File: config.mk
export PLATFORM = sky130hd
export DESIGN_NAME = interrupt_timer_protection_unit
export DESIGN_NICKNAME = d
export VERILOG_FILES = /design/src/rtl/core/itpu_pkg.sv /design/src/rtl/core/itpu_apb.sv /design/src/rtl/core/itpu_core.sv /design/src/rtl/core/interrupt_timer_protection_unit.sv
export SDC_FILE = /design/constraint.sdc
export NUM_CORES = 1
export LEC_CHECK = 0
export ABC_AREA = 0
export CORE_AREA = 5 5 162 180
export CTS_CLUSTER_SIZE = 28
export DETAILED_ROUTE_END_ITERATION = 12
export DIE_AREA = 0 0 167 185
export DONT_BUFFER_PORTS = 1
export PLACE_DENSITY = 0.75
export SYNTH_ARGS = -nofsm -noshare
export SYNTH_HDL_FRONTEND = slang
export SYNTH_HIERARCHICAL = 1
export SYNTH_SLANG_ARGS = --single-unit
File: constraint.sdc
create_clock -name clk -period 6.2 [get_ports clk]
set_clock_uncertainty 0.2 [all_clocks]
set_input_delay 1.24 -clock clk [delete_from_list [all_inputs] [get_ports clk]]
set_output_delay 1.24 -clock clk [all_outputs]
set_load 0.01 [all_outputs]
File: src/rtl/core/itpu_pkg.sv
// ----------------------------------------------------------------------------
// itpu_pkg
// Shared types and constants of the interrupt, timer and protection unit.
// ----------------------------------------------------------------------------
package itpu_pkg;

  localparam int unsigned CFG_AW = 5;

  // configuration register indexes
  localparam logic [2:0] CFG_SLOW_TICK  = 3'd0;
  localparam logic [2:0] CFG_FAST_TICK  = 3'd1;
  localparam logic [2:0] CFG_CNT_PERIOD = 3'd2;
  localparam logic [2:0] CFG_WD_PERIOD  = 3'd3;
  localparam logic [2:0] CFG_PANEL_ID   = 3'd4;

  localparam logic [23:0] SLOW_TICK_RST  = 24'd1920000;
  localparam logic [19:0] FAST_TICK_RST  = 20'd232727;
  localparam logic [7:0]  CNT_PERIOD_RST = 8'd15;
  localparam logic [23:0] WD_PERIOD_RST  = 24'd1920000;
  localparam logic [2:0]  PANEL_ID_RST   = 3'd0;

  // operations
  localparam logic [2:0] OP_TICK   = 3'd0;
  localparam logic [2:0] OP_READ   = 3'd1;
  localparam logic [2:0] OP_WRITE  = 3'd2;
  localparam logic [2:0] OP_MEMCHK = 3'd3;
  localparam logic [2:0] OP_LINE   = 3'd4;
  localparam logic [2:0] OP_ACK    = 3'd5;

  // register offsets, bit 0 cleared
  localparam logic [4:0] OFF_STATUS   = 5'h02;
  localparam logic [4:0] OFF_PENDING  = 5'h06;
  localparam logic [4:0] OFF_MASK     = 5'h08;
  localparam logic [4:0] OFF_CLR_TICK = 5'h0C;
  localparam logic [4:0] OFF_CLR_CNT  = 5'h0E;
  localparam logic [4:0] OFF_WD_CLR   = 5'h10;
  localparam logic [4:0] OFF_COUNTER  = 5'h12;
  localparam logic [4:0] OFF_PROTECT  = 5'h14;
  localparam logic [4:0] OFF_PROT_HI  = 5'h16;
  localparam logic [4:0] OFF_PROT_LO  = 5'h18;

  localparam logic [1:0] LINE_EXT_NMI = 2'd3;

  localparam logic [6:0]  VEC_BASE    = 7'h78;
  localparam logic [7:0]  SRC_TICK    = 8'h01;
  localparam logic [7:0]  SRC_COUNTER = 8'h20;
  localparam logic [15:0] RD_UNMAPPED = 16'hFFFF;

  typedef struct packed {
    logic [2:0]  operation;
    logic [4:0]  reg_offset;
    logic [15:0] write_data;
    logic [19:0] mem_address;
    logic [1:0]  line_select;
    logic        line_level;
  } in_word_t;

  typedef struct packed {
    logic [15:0] read_data;
    logic [6:0]  irq_vector;
    logic        irq_out;
    logic        nmi_out;
    logic        overflow_out;
    logic        write_trapped;
  } out_word_t;

  typedef struct packed {
    logic [23:0] slow_tick_period;
    logic [19:0] fast_tick_period;
    logic [7:0]  counter_period;
    logic [23:0] watchdog_period;
    logic [2:0]  panel_id;
  } cfg_t;

endpackage

File: src/rtl/core/itpu_apb.sv
// ----------------------------------------------------------------------------
// itpu_apb
// Configuration register file behind the APB-style port.
// ----------------------------------------------------------------------------
module itpu_apb
  import itpu_pkg::*;
(
  input  logic              clk,
  input  logic              rst_n,
  input  logic              psel,
  input  logic              penable,
  input  logic              pwrite,
  input  logic [CFG_AW-1:0] paddr,
  input  logic [31:0]       pwdata,
  output logic [31:0]       prdata,
  output logic              pready,
  output cfg_t              cfg
);

  cfg_t       cfg_r;
  logic       wr_en;
  logic [2:0] idx;

  assign pready = 1'b1;
  assign wr_en  = psel && penable && pwrite;
  assign idx    = paddr[4:2];
  assign cfg    = cfg_r;

  always_ff @(posedge clk) begin
    if (!rst_n) begin
      cfg_r.slow_tick_period <= SLOW_TICK_RST;
      cfg_r.fast_tick_period <= FAST_TICK_RST;
      cfg_r.counter_period   <= CNT_PERIOD_RST;
      cfg_r.watchdog_period  <= WD_PERIOD_RST;
      cfg_r.panel_id         <= PANEL_ID_RST;
    end else if (wr_en) begin
      unique case (idx)
        CFG_SLOW_TICK:  cfg_r.slow_tick_period <= pwdata[23:0];
        CFG_FAST_TICK:  cfg_r.fast_tick_period <= pwdata[19:0];
        CFG_CNT_PERIOD: cfg_r.counter_period   <= pwdata[7:0];
        CFG_WD_PERIOD:  cfg_r.watchdog_period  <= pwdata[23:0];
        CFG_PANEL_ID:   cfg_r.panel_id         <= pwdata[2:0];
        default: ;
      endcase
    end
  end

  always_comb begin
    unique case (idx)
      CFG_SLOW_TICK:  prdata = {8'd0, cfg_r.slow_tick_period};
      CFG_FAST_TICK:  prdata = {12'd0, cfg_r.fast_tick_period};
      CFG_CNT_PERIOD: prdata = {24'd0, cfg_r.counter_period};
      CFG_WD_PERIOD:  prdata = {8'd0, cfg_r.watchdog_period};
      CFG_PANEL_ID:   prdata = {29'd0, cfg_r.panel_id};
      default:        prdata = 32'd0;
    endcase
  end

endmodule

File: src/rtl/core/itpu_core.sv
// ----------------------------------------------------------------------------
// itpu_core
// Controller state and the step that applies one word to it.
// ----------------------------------------------------------------------------
module itpu_core
  import itpu_pkg::*;
(
  input  logic      clk,
  input  logic      rst_n,
  input  cfg_t      cfg,
  input  logic      step,
  input  in_word_t  item,
  output out_word_t res
);

  logic [7:0]  status_lo_r, status_lo_nxt;
  logic        wd_nmi_r, wd_nmi_nxt;
  logic        ext_nmi_r, ext_nmi_nxt;
  logic [7:0]  pend_r, pend_nxt;
  logic [7:0]  mask_r, mask_nxt;
  logic [15:0] down_r, down_nxt;
  logic [15:0] reload_r, reload_nxt;
  logic        ovf_r, ovf_nxt;
  logic [1:0]  wdt_r, wdt_nxt;
  logic        prot_on_r, prot_on_nxt;
  logic [19:0] prot_lo_r, prot_lo_nxt;
  logic [19:0] prot_hi_r, prot_hi_nxt;
  logic [23:0] tick_left_r, tick_left_nxt;
  logic [7:0]  cnt_left_r, cnt_left_nxt;
  logic [23:0] wd_left_r, wd_left_nxt;
  logic        irq_r, irq_nxt;
  logic        nmi_r, nmi_nxt;

  logic [23:0] slow_p, fast_p, wd_p;
  logic [7:0]  cnt_p;
  logic [15:0] down_dec;
  logic [1:0]  wdt_inc;
  logic [4:0]  off;
  logic [19:0] addr;
  logic [7:0]  line_bit;
  logic [7:0]  active;
  logic [15:0] rd;
  logic        trap;
  logic        upd;
  logic [6:0]  vec;

  assign slow_p   = (cfg.slow_tick_period == '0) ? 24'd1 : cfg.slow_tick_period;
  assign fast_p   = (cfg.fast_tick_period == '0) ? 24'd1 : {4'd0, cfg.fast_tick_period};
  assign cnt_p    = (cfg.counter_period == '0) ? 8'd1 : cfg.counter_period;
  assign wd_p     = (cfg.watchdog_period == '0) ? 24'd1 : cfg.watchdog_period;
  assign down_dec = down_r - 16'd1;
  assign wdt_inc  = wdt_r + 2'd1;
  assign off      = {item.reg_offset[4:1], 1'b0};
  assign addr     = {item.mem_address[19:1], 1'b0};
  assign line_bit = 8'h04 << item.line_select;

  always_comb begin
    status_lo_nxt = status_lo_r;
    wd_nmi_nxt    = wd_nmi_r;
    ext_nmi_nxt   = ext_nmi_r;
    pend_nxt      = pend_r;
    mask_nxt      = mask_r;
    down_nxt      = down_r;
    reload_nxt    = reload_r;
    ovf_nxt       = ovf_r;
    wdt_nxt       = wdt_r;
    prot_on_nxt   = prot_on_r;
    prot_lo_nxt   = prot_lo_r;
    prot_hi_nxt   = prot_hi_r;
    tick_left_nxt = tick_left_r;
    cnt_left_nxt  = cnt_left_r;
    wd_left_nxt   = wd_left_r;
    rd            = 16'd0;
    trap          = 1'b0;
    upd           = 1'b0;

    unique case (item.operation)
      OP_TICK: begin
        if (tick_left_r <= 24'd1) begin
          tick_left_nxt = status_lo_r[1] ? fast_p : slow_p;
          pend_nxt      = pend_nxt | SRC_TICK;
          upd           = 1'b1;
        end else begin
          tick_left_nxt = tick_left_r - 24'd1;
        end
        if (cnt_left_r <= 8'd1) begin
          cnt_left_nxt = cnt_p;
          down_nxt     = down_dec;
          if (down_dec == 16'd0) begin
            ovf_nxt  = ~ovf_r;
            pend_nxt = pend_nxt | SRC_COUNTER;
            upd      = 1'b1;
          end else if (down_dec == 16'hFFFF && status_lo_r[0]) begin
            down_nxt = reload_r;
          end
        end else begin
          cnt_left_nxt = cnt_left_r - 8'd1;
        end
        if (wd_left_r <= 24'd1) begin
          wd_left_nxt = wd_p;
          wdt_nxt     = wdt_inc;
          if (wdt_inc == 2'd3) begin
            wd_nmi_nxt = 1'b1;
            upd        = 1'b1;
          end
        end else begin
          wd_left_nxt = wd_left_r - 24'd1;
        end
      end
      OP_READ: begin
        unique case (off)
          OFF_STATUS:  rd = {cfg.panel_id[1:0], 4'd0, ext_nmi_r, wd_nmi_r, status_lo_r};
          OFF_PENDING: rd = {8'd0, pend_r & mask_r};
          OFF_MASK:    rd = {8'd0, mask_r};
          OFF_COUNTER: rd = down_r;
          OFF_PROTECT: begin
            prot_on_nxt = 1'b0;
            rd          = 16'd0;
          end
          default:     rd = RD_UNMAPPED;
        endcase
      end
      OP_WRITE: begin
        unique case (off)
          OFF_STATUS: begin
            status_lo_nxt = item.write_data[7:0];
            if (item.write_data[1] != status_lo_r[1]) begin
              tick_left_nxt = item.write_data[1] ? fast_p : slow_p;
            end
          end
          OFF_MASK: begin
            mask_nxt = item.write_data[7:0];
            upd      = 1'b1;
          end
          OFF_CLR_TICK: begin
            pend_nxt = pend_r & ~SRC_TICK;
            upd      = 1'b1;
          end
          OFF_CLR_CNT: begin
            pend_nxt = pend_r & ~SRC_COUNTER;
            upd      = 1'b1;
          end
          OFF_WD_CLR:  wdt_nxt = 2'd0;
          OFF_COUNTER: begin
            reload_nxt = item.write_data;
            down_nxt   = item.write_data;
          end
          OFF_PROTECT: prot_on_nxt = 1'b1;
          OFF_PROT_HI: prot_hi_nxt = {item.write_data, 4'hF};
          OFF_PROT_LO: prot_lo_nxt = {item.write_data, 4'h0};
          default: ;
        endcase
      end
      OP_MEMCHK: begin
        if (prot_on_r && (addr <= prot_lo_r || addr > prot_hi_r)) begin
          trap = 1'b1;
        end
      end
      OP_LINE: begin
        if (item.line_select == LINE_EXT_NMI) begin
          ext_nmi_nxt = item.line_level;
        end else if (item.line_level) begin
          pend_nxt = pend_r | line_bit;
        end else begin
          pend_nxt = pend_r & ~line_bit;
        end
        upd = 1'b1;
      end
      default: ;
    endcase

    active = pend_nxt & mask_nxt;
    if (upd || trap) begin
      irq_nxt = |active;
      nmi_nxt = wd_nmi_nxt || ext_nmi_nxt || trap;
    end else begin
      irq_nxt = irq_r;
      nmi_nxt = nmi_r;
    end
  end

  // lowest pending unmasked source wins
  always_comb begin
    vec = VEC_BASE;
    for (int i = 7; i >= 0; i--) begin
      if (active[i]) vec = VEC_BASE + 7'(i);
    end
  end

  assign res.read_data     = rd;
  assign res.irq_vector    = vec;
  assign res.irq_out       = irq_nxt;
  assign res.nmi_out       = nmi_nxt;
  assign res.overflow_out  = ovf_nxt;
  assign res.write_trapped = trap;

  always_ff @(posedge clk) begin
    if (!rst_n) begin
      status_lo_r <= '0;
      wd_nmi_r    <= 1'b0;
      ext_nmi_r   <= 1'b0;
      pend_r      <= '0;
      mask_r      <= '0;
      down_r      <= '0;
      reload_r    <= '0;
      ovf_r       <= 1'b0;
      wdt_r       <= '0;
      prot_on_r   <= 1'b0;
      prot_lo_r   <= '0;
      prot_hi_r   <= '0;
      tick_left_r <= SLOW_TICK_RST;
      cnt_left_r  <= CNT_PERIOD_RST;
      wd_left_r   <= WD_PERIOD_RST;
      irq_r       <= 1'b0;
      nmi_r       <= 1'b0;
    end else if (step) begin
      status_lo_r <= status_lo_nxt;
      wd_nmi_r    <= wd_nmi_nxt;
      ext_nmi_r   <= ext_nmi_nxt;
      pend_r      <= pend_nxt;
      mask_r      <= mask_nxt;
      down_r      <= down_nxt;
      reload_r    <= reload_nxt;
      ovf_r       <= ovf_nxt;
      wdt_r       <= wdt_nxt;
      prot_on_r   <= prot_on_nxt;
      prot_lo_r   <= prot_lo_nxt;
      prot_hi_r   <= prot_hi_nxt;
      tick_left_r <= tick_left_nxt;
      cnt_left_r  <= cnt_left_nxt;
      wd_left_r   <= wd_left_nxt;
      irq_r       <= irq_nxt;
      nmi_r       <= nmi_nxt;
    end
  end

endmodule

File: src/rtl/core/interrupt_timer_protection_unit.sv
// ----------------------------------------------------------------------------
// interrupt_timer_protection_unit
// Interrupt controller, tick timer, down-counter, watchdog and write
// protection of a handheld system controller.
// ----------------------------------------------------------------------------
// Each input word (tick, register access, memory write check, line change or
// acknowledge) is captured in an input register, applied to the controller
// state by itpu_core, and its result word is held in an output register; a
// word moves from the input register to the output register once the output
// register is empty or being taken. One word is accepted per clock as long as
// the result side keeps up; the state update in itpu_core sets that rate.
// in_stall rises only when both the input and the output register hold a word
// and out_stall is high.
// Configuration registers take effect on the next word; write them while the
// unit is idle. There is no clearing pass after reset.
module interrupt_timer_protection_unit
  import itpu_pkg::*;
(
  input  logic              clk,
  input  logic              rst_n,
  input  logic              in_valid,
  output logic              in_stall,
  input  in_word_t          in_data,
  output logic              out_valid,
  input  logic              out_stall,
  output out_word_t         out_data,
  input  logic              psel,
  input  logic              penable,
  input  logic              pwrite,
  input  logic [CFG_AW-1:0] paddr,
  input  logic [31:0]       pwdata,
  output logic [31:0]       prdata,
  output logic              pready
);

  cfg_t      cfg;
  in_word_t  in_r;
  logic      s1_valid_r, s1_valid_nxt;
  out_word_t out_r;
  logic      out_valid_r, out_valid_nxt;
  out_word_t res;
  logic      advance;
  logic      take;
  logic      step;

  itpu_apb u_apb (
    .clk     (clk),
    .rst_n   (rst_n),
    .psel    (psel),
    .penable (penable),
    .pwrite  (pwrite),
    .paddr   (paddr),
    .pwdata  (pwdata),
    .prdata  (prdata),
    .pready  (pready),
    .cfg     (cfg)
  );

  itpu_core u_core (
    .clk   (clk),
    .rst_n (rst_n),
    .cfg   (cfg),
    .step  (step),
    .item  (in_r),
    .res   (res)
  );

  assign advance   = !out_valid_r || !out_stall;
  assign in_stall  = s1_valid_r && !advance;
  assign take      = in_valid && !in_stall;
  assign step      = s1_valid_r && advance;
  assign out_valid = out_valid_r;
  assign out_data  = out_r;

  always_comb begin
    s1_valid_nxt  = take ? 1'b1 : (step ? 1'b0 : s1_valid_r);
    out_valid_nxt = step ? 1'b1 : (advance ? 1'b0 : out_valid_r);
  end

  always_ff @(posedge clk) begin
    if (!rst_n) begin
      s1_valid_r  <= 1'b0;
      out_valid_r <= 1'b0;
    end else begin
      s1_valid_r  <= s1_valid_nxt;
      out_valid_r <= out_valid_nxt;
    end
  end

  always_ff @(posedge clk) begin
    if (take) in_r <= in_data;
    if (step) out_r <= res;
  end

  a_stall_only_when_full: assert property (@(posedge clk) disable iff (!rst_n)
    in_stall |-> (out_valid && out_stall))
    else $error("input stalled while output stage can move");

  a_no_irq_base_vector: assert property (@(posedge clk) disable iff (!rst_n)
    (out_valid && !out_data.irq_out) |-> (out_data.irq_vector == VEC_BASE))
    else $error("vector points at a source while irq is low");

  a_trap_raises_nmi: assert property (@(posedge clk) disable iff (!rst_n)
    (out_valid && out_data.write_trapped) |-> out_data.nmi_out)
    else $error("trapped write without nmi");

endmodule

==> flow_metrics.env, run 1 <==
export IMPL_outcome="finished, final reports clean"
export IMPL_placed_cells=2075
export IMPL_peakVddDrop_mv=0.1857
export IMPL_die_y_um=185
export IMPL_min_path_cells=2
export IMPL_grt_pass1_wl_um=68490
export IMPL_grt_pass1_vias=12630
export IMPL_critical_path_class="flop to flop"
export IMPL_die_width_um=167
export IMPL_worstRegToRegCells=7
export IMPL_ant_nets=0
export IMPL_ios=153
export IMPL_post_cts_buffers=0
export IMPL_dp_hpwl_um=29720
export IMPL_cts_sinks=306
export IMPL_tns_ns=0
export IMPL_worst_ep_arrival_time_ns=4.38
export IMPL_r2r_setup_slack_ns=2.03
export IMPL_hold_buffers=0
export IMPL_crit_slowest_cell="nor2_1"
export IMPL_wirelength_um=43140
export IMPL_min_to="u_core/reload_r[7]"
export IMPL_powerDensity_mw_per_mm2=256.2
export IMPL_grt_max_degree=145
export IMPL_cts_resized=0
export IMPL_drive_gt1_frac=0.06042
export IMPL_tritoncts="done"
export IMPL_drc_errors=0
export IMPL_drt_iter0_drc=1232
export IMPL_avgSynthCellArea_um2=8.749
export IMPL_hold_viol_final=0
export IMPL_diodes=0
export IMPL_syn_inst=1826
export IMPL_cts_buffers_inserted=34
export IMPL_wire_per_inst_um=20.22
export IMPL_synth_warnings=6
export IMPL_globalplace_congestion=0.9453
export IMPL_cpPeakStageDelay_ns=0.91
export IMPL_globalRouteOverflowTotal=0
export IMPL_max_slew_margin_rel=0.1355
export IMPL_coreArea_mm2=0.02731
export IMPL_required_ns=6.41
export IMPL_crit_buf_inv=0
export IMPL_antenna_found_initial=0
export IMPL_maxCapViolations=0
export IMPL_maxClockFrequency_mhz=239.8
export IMPL_leakage_nw=6.384
export IMPL_instances_no_fill=2134
export IMPL_slew_violations=0
export IMPL_cp_max_fo=19
export IMPL_path_delay_family="simple AND/OR/NAND/NOR gates"
export IMPL_rr_startpoint="in_r[43]"
export IMPL_clkTransAtPathRegs_ns=0.06
export IMPL_clk_path_buf_depth=3
export IMPL_first_pass_iters=5
export IMPL_syn_to_final_growth_pct=6.202
export IMPL_clock_latency_ns=0.52
export IMPL_layout_nets=1882
export IMPL_rows=64
export IMPL_vias=13420
export IMPL_min_from="u_core/reload_r[7]"
export IMPL_worstPathCellList="nand2_1 > nor2_1 > nand2_1 > a22o_1 > nor3_1 > o21ai_2 > a31oi_1"
export IMPL_timing_final_crit_share=0.6726
export IMPL_cp_start_kind="flop"
export IMPL_io_buffers=0
export IMPL_tightest_slew_ns=1.297
export IMPL_layout_min_cycle_time_ns=4.170
export IMPL_finalSetupViolCount=0
export IMPL_h_tree_depth=2
export IMPL_cts_root_buf="clkbuf_16"
export IMPL_viasPerCell=6.289
export IMPL_dieArea_mm2=0.03090
export IMPL_hp_class="flop to flop"
export IMPL_rsz0062_at_grt="no"
export IMPL_holdWs_ns=0.2561
export IMPL_path_common_cell="nand2_1"
export IMPL_cp_end_kind="flop"
export IMPL_n_fill_cell=2301
export IMPL_track_usage=0.2699
export IMPL_reg2reg_to="u_core/down_r[5]"
export IMPL_start_util=0.5851
export IMPL_synthesis_area_mm2=0.01598
==> layer usage <==
metal,vias up,routed length (um),track usage
li1,6359,-,-
met1,6431,16940,0.3354
met2,523,21220,0.4622
met3,107,3342,0.06169
met4,0,1637,0.09984
met5,-,0,0
==> metrics by stage <==
stage / setup slack [ns] / power, mW / area [um^2] / utilization
6_report: 2.030 / 4.347 / 16970 / 0.6214
5_1_grt: 1.813 / 4.506 / 16970 / 0.6214
4_1_cts: 2.171 / 4.377 / 16970 / 0.6214
3_5_place_dp: 2.121 / 2.462 / 15920 / 0.5831
3_3_place_gp: 2.174 / 2.453 / 15920 / 0.5831
2_1_floorplan: 0.9563 / 2.415 / 16010 / -
==> how the worst max path moves through the flow <==
stage | startpoint | endpoint | slack, ns | cells past startpoint
after floorplan | out_stall | u_core/prot_lo_r[10] | 0.96 | 8
final | in_r[43] | u_core/down_r[5] | 2.03 | 7
after detailed placement | out_stall | u_core/down_r[5] | 2.12 | 8
after global routing | in_r[43] | u_core/down_r[5] | 1.81 | 7
after CTS | in_r[43] | u_core/down_r[5] | 2.17 | 7
after global placement | out_stall | u_core/down_r[5] | 2.17 | 8
==> report_power, final <==
part	internal, mW	switching [mW]
registers	2.09	0.0558
logic	0.107	0.175
clock network	1.13	0.797
==> final cells by class <==
| cell class | count | area [um^2] | share of cell area |
|---|---|---|---|
| multi-input combinational | 1318 | 8227 | 0.4848 |
| sequential | 306 | 6847 | 0.4035 |
| clock buffer | 46 | 917.1 | 0.05405 |
| tap | 363 | 454.2 | 0.02677 |
| inverter | 71 | 267.8 | 0.01578 |
| clock inverter | 13 | 127.6 | 0.007522 |
| timing repair buffer | 17 | 127.6 | 0.007522 |
==> placed cells by master (no fill, tap or decap), types with 17 or more instances in the layout <==
master	n
nand2_1	246
dfxtp_1	234
a21oi_1	161
nor2_1	150
mux2i_1	134
o21ai_0	84
edfxtp_1	72
inv_1	70
nand3_1	53
ha_1	43
nor3_1	38
clkbuf_16	35
nor4_1	35
o211ai_1	31
nor2b_1	28
a22oi_1	21
o22ai_1	18
xor2_1	18
buf_4	17
==> tightest hold or removal path: stages, from the launching register on <==
cell and delay [ns]:
dfxtp_1 0.31, nand2_1 0.05, a21oi_1 0.05
==> sequential cells by signal, summed over array words and instances (netlist names), 2 cells and up <==
name,cells
in_r,45
out_data,27
u_apb/cfg,79
u_core/cnt_left_r,8
u_core/down_r,16
u_core/mask_r,8
u_core/pend_r,8
u_core/prot_hi_r,17
u_core/prot_lo_r,16
u_core/reload_r,16
u_core/status_lo_r,8
u_core/tick_left_r,24
u_core/wd_left_r,24
u_core/wdt_r,2
Power figures use the tool's default switching activity.
==> run 2, diff against run 1 <==
--- a/config.mk
+++ b/config.mk
@@ -5,13 +5,13 @@
 export SDC_FILE = /design/constraint.sdc
 export NUM_CORES = 1
 export LEC_CHECK = 0
-export ABC_AREA = 0
-export CORE_AREA = 5 5 162 180
+export ABC_AREA = 1
+export CORE_AREA = 5 5 167 185
 export CTS_CLUSTER_SIZE = 28
 export DETAILED_ROUTE_END_ITERATION = 12
-export DIE_AREA = 0 0 167 185
+export DIE_AREA = 0 0 172 190
 export DONT_BUFFER_PORTS = 1
-export PLACE_DENSITY = 0.75
+export PLACE_DENSITY = 0.76
 export SYNTH_ARGS = -nofsm -noshare
 export SYNTH_HDL_FRONTEND = slang
 export SYNTH_HIERARCHICAL = 1
==> constraint.sdc (replaced) <==
create_clock -name clk -period 3.5 [get_ports clk]
set_clock_uncertainty 0.2 [all_clocks]
set_input_delay 0.7 -clock clk [delete_from_list [all_inputs] [get_ports clk]]
set_output_delay 0.7 -clock clk [all_outputs]
set_load 0.01 [all_outputs]
==> flow_metrics.env, run 2 <==
export IMPL_pre_cts_ws_ns=0.6508
export IMPL_post_cts_buffers=0
export IMPL_fin_area_mm2=0.01774
export IMPL_leakage_nw=7.530
export IMPL_utilization=0.6103
export IMPL_grt_pass1_vias=14800
export IMPL_timing_final_crit_share=0.8378
export IMPL_critical_path_class="flop to flop"
export IMPL_required_ns=3.65
export IMPL_dp_hpwl_um=33750
export IMPL_antenna_found_initial=0
export IMPL_die_width_um=172
export IMPL_coreArea_mm2=0.02907
export IMPL_instances_no_fill=2672
export IMPL_worstPathCellList="inv_1 > ha_1 > inv_1 > nand2_1 > nand2_1 > nor2_1 > buf_4 > nand3_1 > nor2_1 > nand3_1 > nor2_1 > nand3_1 > nand2_1 > nand2_1 > nand2_1 > nand2_1 > nand2_1 > nand2_1 > a21oi_1"
export IMPL_max_slew_margin_rel=0.3404
export IMPL_timing_final_ws_setup_ns=0.5676
export IMPL_track_usage=0.2830
export IMPL_h_tree_depth=2
export IMPL_first_pass_iters=6
export IMPL_ant_nets=0
export IMPL_powerDensity_mw_per_mm2=457.0
export IMPL_viasPerCell=5.813
export IMPL_r2r_setup_slack_ns=0.57
export IMPL_n_fill_cell=2690
export IMPL_start_util=0.5651
export IMPL_min_path_cells=0
export IMPL_crit_path_end="out_data[4]"
export IMPL_wire_per_inst_um=17.73
export IMPL_worstRegToRegCells=19
export IMPL_maxClockFrequency_mhz=341.0
export IMPL_rows=66
export IMPL_tns_ns=0
export IMPL_globalplace_congestion=0.9732
export IMPL_cts_buffers_inserted=35
export IMPL_crit_buf_inv=3
export IMPL_cts_sinks=306
export IMPL_grt_max_degree=177
export IMPL_cts_resized=0
export IMPL_synthesis_area_mm2=0.01643
export IMPL_tritoncts="done"
export IMPL_worst_path_stages=19
export IMPL_dieArea_mm2=0.03268
export IMPL_syn_inst=2314
export IMPL_hold_viol_final=0
export IMPL_grt_pass1_wl_um=75350
export IMPL_hold_buffers=0
export IMPL_hp_class="primary input to flop"
export IMPL_vias=15530
export IMPL_finalSetupViolCount=0
export IMPL_final_cell_mix="nand2_1 (492), nor2_1 (282), inv_1 (274)"
export IMPL_diodes=0
export IMPL_layout_commonest_cell="nand2_1"
export IMPL_reg2reg_to="out_data[4]"
export IMPL_die_y_um=190
export IMPL_drt_iter0_drc=1378
export IMPL_syn_to_final_growth_pct=7.998
export IMPL_cts_root_buf="clkbuf_16"
export IMPL_placed_cells=2609
export IMPL_cp_end_kind="flop"
export IMPL_peakVddDrop_mv=0.4202
export IMPL_tightest_slew_ns=0.9894
export IMPL_ios=153
export IMPL_clkTransAtPathRegs_ns=0.06
export IMPL_slew_violations=0
export IMPL_drive_gt1_frac=0.05440
export IMPL_clock_latency_ns=0.53
export IMPL_cp_max_fo=6
export IMPL_rsz0062_at_grt="no"
export IMPL_cpPeakStageDelay_ns=0.31
export IMPL_worst_ep_arrival_time_ns=3.08
export IMPL_wirelength_um=47380
export IMPL_clk_path_buf_depth=3
export IMPL_crit_slowest_cell="dfxtp_1"
export IMPL_path_delay_family="simple AND/OR/NAND/NOR gates"
export IMPL_avgSynthCellArea_um2=7.099
export IMPL_placed_area_mm2=0.01660
export IMPL_synth_warnings=6
export IMPL_layout_min_cycle_time_ns=2.932
export IMPL_path_common_cell="nand2_1"
export IMPL_layout_nets=2406
export IMPL_io_buffers=0
export IMPL_globalRouteOverflowTotal=0
export IMPL_maxCapViolations=0
export IMPL_drc_errors=0
export IMPL_crit_start="u_core/cnt_left_r[0]"
export IMPL_cp_start_kind="flop"
export IMPL_outcome="finished, final reports clean"
export IMPL_rr_startpoint="u_core/cnt_left_r[0]"
export IMPL_largest_reg_flops=79
## run 2: layer usage
layer / wire [um] / part of all wire / global-route usage
met1: 18370 / 0.39 / 0.3452
met2: 22890 / 0.48 / 0.4818
met3: 4036 / 0.085 / 0.06089
met4: 2080 / 0.044 / 0.1197
met5: 0 / 0 / 0
## run 2: per-stage QoR
| step | power, mW | hold WS, ns |
|---|---|---|
| 2_1_floorplan | 4.420 | 0.2202 |
| 3_3_place_gp | 4.547 | 0.2318 |
| 3_5_place_dp | 4.567 | 0.2410 |
| 4_1_cts | 8.144 | 0.04802 |
| 5_1_grt | 8.414 | 0.04157 |
| 6_report | 8.107 | 0.06452 |
## run 2: cell type report
type	count	area [um^2]	area share
Clock inverter	16	136.4	0.007687
Tap cell	374	467.9	0.02638
Inverter	286	1074	0.06051
Sequential cell	306	6847	0.3859
Timing Repair Buffer	29	217.7	0.01227
Clock buffer	47	1005	0.05663
Multi-Input combinational cell	1614	7994	0.4506
## run 2: worst min-delay path by stage
stage | startpoint | slack, ns | to
after floorplan | u_core/pend_r[1] | 0.22 | u_core/pend_r[1]
after global placement | u_core/pend_r[1] | 0.23 | u_core/pend_r[1]
after detailed placement | u_core/pend_r[6] | 0.24 | u_core/pend_r[6]
after CTS | in_data[10] | 0.05 | in_r[10]
after global routing | in_data[10] | 0.04 | in_r[10]
final | in_data[44] | 0.06 | in_r[44]
## run 2: where the power goes
group          leakage, nW  total, mW  internal [mW]  switching (mW)
logic                 4.39      0.699          0.224           0.474
registers             2.60       3.81           3.72          0.0942
clock network        0.540       3.59           2.11            1.49
total                 7.53       8.11           6.05            2.05
==> run 3, diff against run 2 <==
--- a/config.mk
+++ b/config.mk
@@ -6,12 +6,12 @@
 export NUM_CORES = 1
 export LEC_CHECK = 0
 export ABC_AREA = 1
-export CORE_AREA = 5 5 167 185
+export CORE_AREA = 5 5 165 182
 export CTS_CLUSTER_SIZE = 28
 export DETAILED_ROUTE_END_ITERATION = 12
-export DIE_AREA = 0 0 172 190
+export DIE_AREA = 0 0 170 187
 export DONT_BUFFER_PORTS = 1
-export PLACE_DENSITY = 0.76
+export PLACE_DENSITY = 0.75
 export SYNTH_ARGS = -nofsm -noshare
 export SYNTH_HDL_FRONTEND = slang
 export SYNTH_HIERARCHICAL = 1
==> constraint.sdc (replaced) <==
create_clock -name clk -period 2.9 [get_ports clk]
set_clock_uncertainty 0.2 [all_clocks]
set_input_delay 0.58 -clock clk [delete_from_list [all_inputs] [get_ports clk]]
set_output_delay 0.58 -clock clk [all_outputs]
set_load 0.01 [all_outputs]
==> flow_metrics.env, run 3 (synthesized netlist as in run 2, its figures left out) <==
export IMPL_worstRegToRegCells=12
export IMPL_required_ns=3.10
export IMPL_grt_max_degree=167
export IMPL_vias=15750
export IMPL_io_buffers=0
export IMPL_cp_max_fo=18
export IMPL_first_pass_iters=5
export IMPL_hp_class="primary input to flop"
export IMPL_cts_buffers_inserted=34
export IMPL_multiInputGateArea_mm2=0.008006
export IMPL_coreArea_mm2=0.02779
export IMPL_start_util=0.5912
export IMPL_layout_nets=2479
export IMPL_cp_start_kind="flop"
export IMPL_peakVddDrop_mv=0.5090
export IMPL_antenna_found_initial=0
export IMPL_outcome="finished, final reports clean"
export IMPL_reg2reg_to="u_core/down_r[8]"
export IMPL_clock_latency_ns=0.53
export IMPL_tns_ns=0
export IMPL_cts_sinks=306
export IMPL_track_usage=0.3001
export IMPL_viasPerCell=5.764
export IMPL_grt_pass1_vias=14940
export IMPL_instances_no_fill=2733
export IMPL_final_cell_mix="nand2_1 (492), nor2_1 (281), inv_1 (273)"
export IMPL_dieArea_mm2=0.03179
export IMPL_hold_viol_final=0
export IMPL_globalRouteOverflowTotal=0
export IMPL_rows=64
export IMPL_slew_violations=0
export IMPL_clk_path_buf_depth=3
export IMPL_placed_cells=2611
export IMPL_placed_area_mm2=0.01672
export IMPL_rr_startpoint="u_core/down_r[1]"
export IMPL_r2r_setup_slack_ns=0.18
export IMPL_die_y_um=187
export IMPL_layout_min_cycle_time_ns=2.715
export IMPL_wirelength_um=49380
export IMPL_maxClockFrequency_mhz=368.3
export IMPL_finalSetupViolCount=0
export IMPL_drc_errors=0
export IMPL_h_tree_depth=2
export IMPL_globalplace_congestion=0.9672
export IMPL_holdWs_ns=0.03353
export IMPL_layout_commonest_cell="nand2_1"
export IMPL_drt_iter0_drc=1568
export IMPL_fin_area_mm2=0.01847
export IMPL_crit_start="u_core/down_r[1]"
export IMPL_maxCapViolations=0
export IMPL_largest_reg_flops=79
export IMPL_wire_per_inst_um=18.07
export IMPL_cts_root_buf="clkbuf_16"
export IMPL_critical_path_class="flop to flop"
export IMPL_rsz0062_at_grt="no"
export IMPL_worst_ep_arrival_time_ns=2.92
export IMPL_tightest_slew_ns=0.7246
export IMPL_seq_area_mm2=0.006847
export IMPL_syn_to_final_growth_pct=12.41
export IMPL_tritoncts="done"
export IMPL_grt_pass1_wl_um=78340
export IMPL_die_width_um=170
export IMPL_ios=153
export IMPL_post_cts_buffers=0
export IMPL_cp_end_kind="flop"
export IMPL_utilization=0.6645
export IMPL_drive_gt1_frac=0.05738
export IMPL_n_fill_cell=2452
export IMPL_leakage_nw=7.864
export IMPL_powerDensity_mw_per_mm2=537.4
export IMPL_max_slew_margin_rel=0.5156
export IMPL_crit_path_end="u_core/down_r[8]"
export IMPL_ant_nets=0
export IMPL_dp_hpwl_um=34100
export IMPL_diodes=0
export IMPL_clkTransAtPathRegs_ns=0.06
export IMPL_timing_final_crit_share=0.9363
==> run 3: final cells by class <==
type | instances | share of cell area
Sequential cell | 306 | 0.3708
Multi-Input combinational cell | 1614 | 0.4336
Clock inverter | 14 | 0.008605
Clock buffer | 47 | 0.05211
Timing Repair Buffer | 103 | 0.05218
Tap cell | 363 | 0.02460
Inverter | 286 | 0.05814
==> run 3: worst max-delay path, cell delays in order, from the launching register on <==
cell and delay, ns:
dfxtp_1 0.36, inv_1 0.09, ha_1 0.35, nand2_2 0.13, nor2_4 0.17, xor2_1 0.25
nand4_1 0.14, nor3_2 0.19, nand2_2 0.25, o21ai_0 0.25, nand2_1 0.07, nand2_1 0.07
a21oi_1 0.06
==> run 3: stage by stage <==
stage,power [mW],setup slack [ns]
floorplan,5.335,0.1648
global placement,5.507,0.2435
detailed placement,5.527,0.2187
CTS,9.954,0.2019
global route,10.28,0.01050
finish,9.924,0.1849
==> run 3: repair_timing <==
action | CTS | global route
endpoints found under the hold margin | 79 | 0
endpoints found under the setup margin | 0 | 3
resized for setup | 0 | 3
hold buffers | 61 | 0
==> run 3: power breakdown <==
group	switching, mW	internal, mW	leakage (nW)
clock network	1.78	2.60	0.549
logic	0.606	0.335	4.71
registers	0.113	4.49	2.60
==> run 3: worst min-delay path by stage <==
stage	startpoint	endpoint	slack (ns)	cells after the start
finish	pwdata[15]	u_apb/cfg[50]	0.03	2
global route	rst_n	s1_valid_r	0.02	2
CTS	rst_n	u_core/cnt_left_r[0]	0.002	1
detailed placement	u_core/pend_r[1]	u_core/pend_r[1]	0.24	2
global placement	u_core/pend_r[1]	u_core/pend_r[1]	0.23	2
floorplan	u_core/pend_r[1]	u_core/pend_r[1]	0.22	2
==> run 3: per-layer routing <==
layer	vias to the layer above	part of all wire	GRT usage
met4	0	0.038	0.1112
met5	-	0	0
met2	688	0.49	0.5141
met1	7253	0.40	0.3741
li1	7690	-	-
met3	121	0.075	0.05834
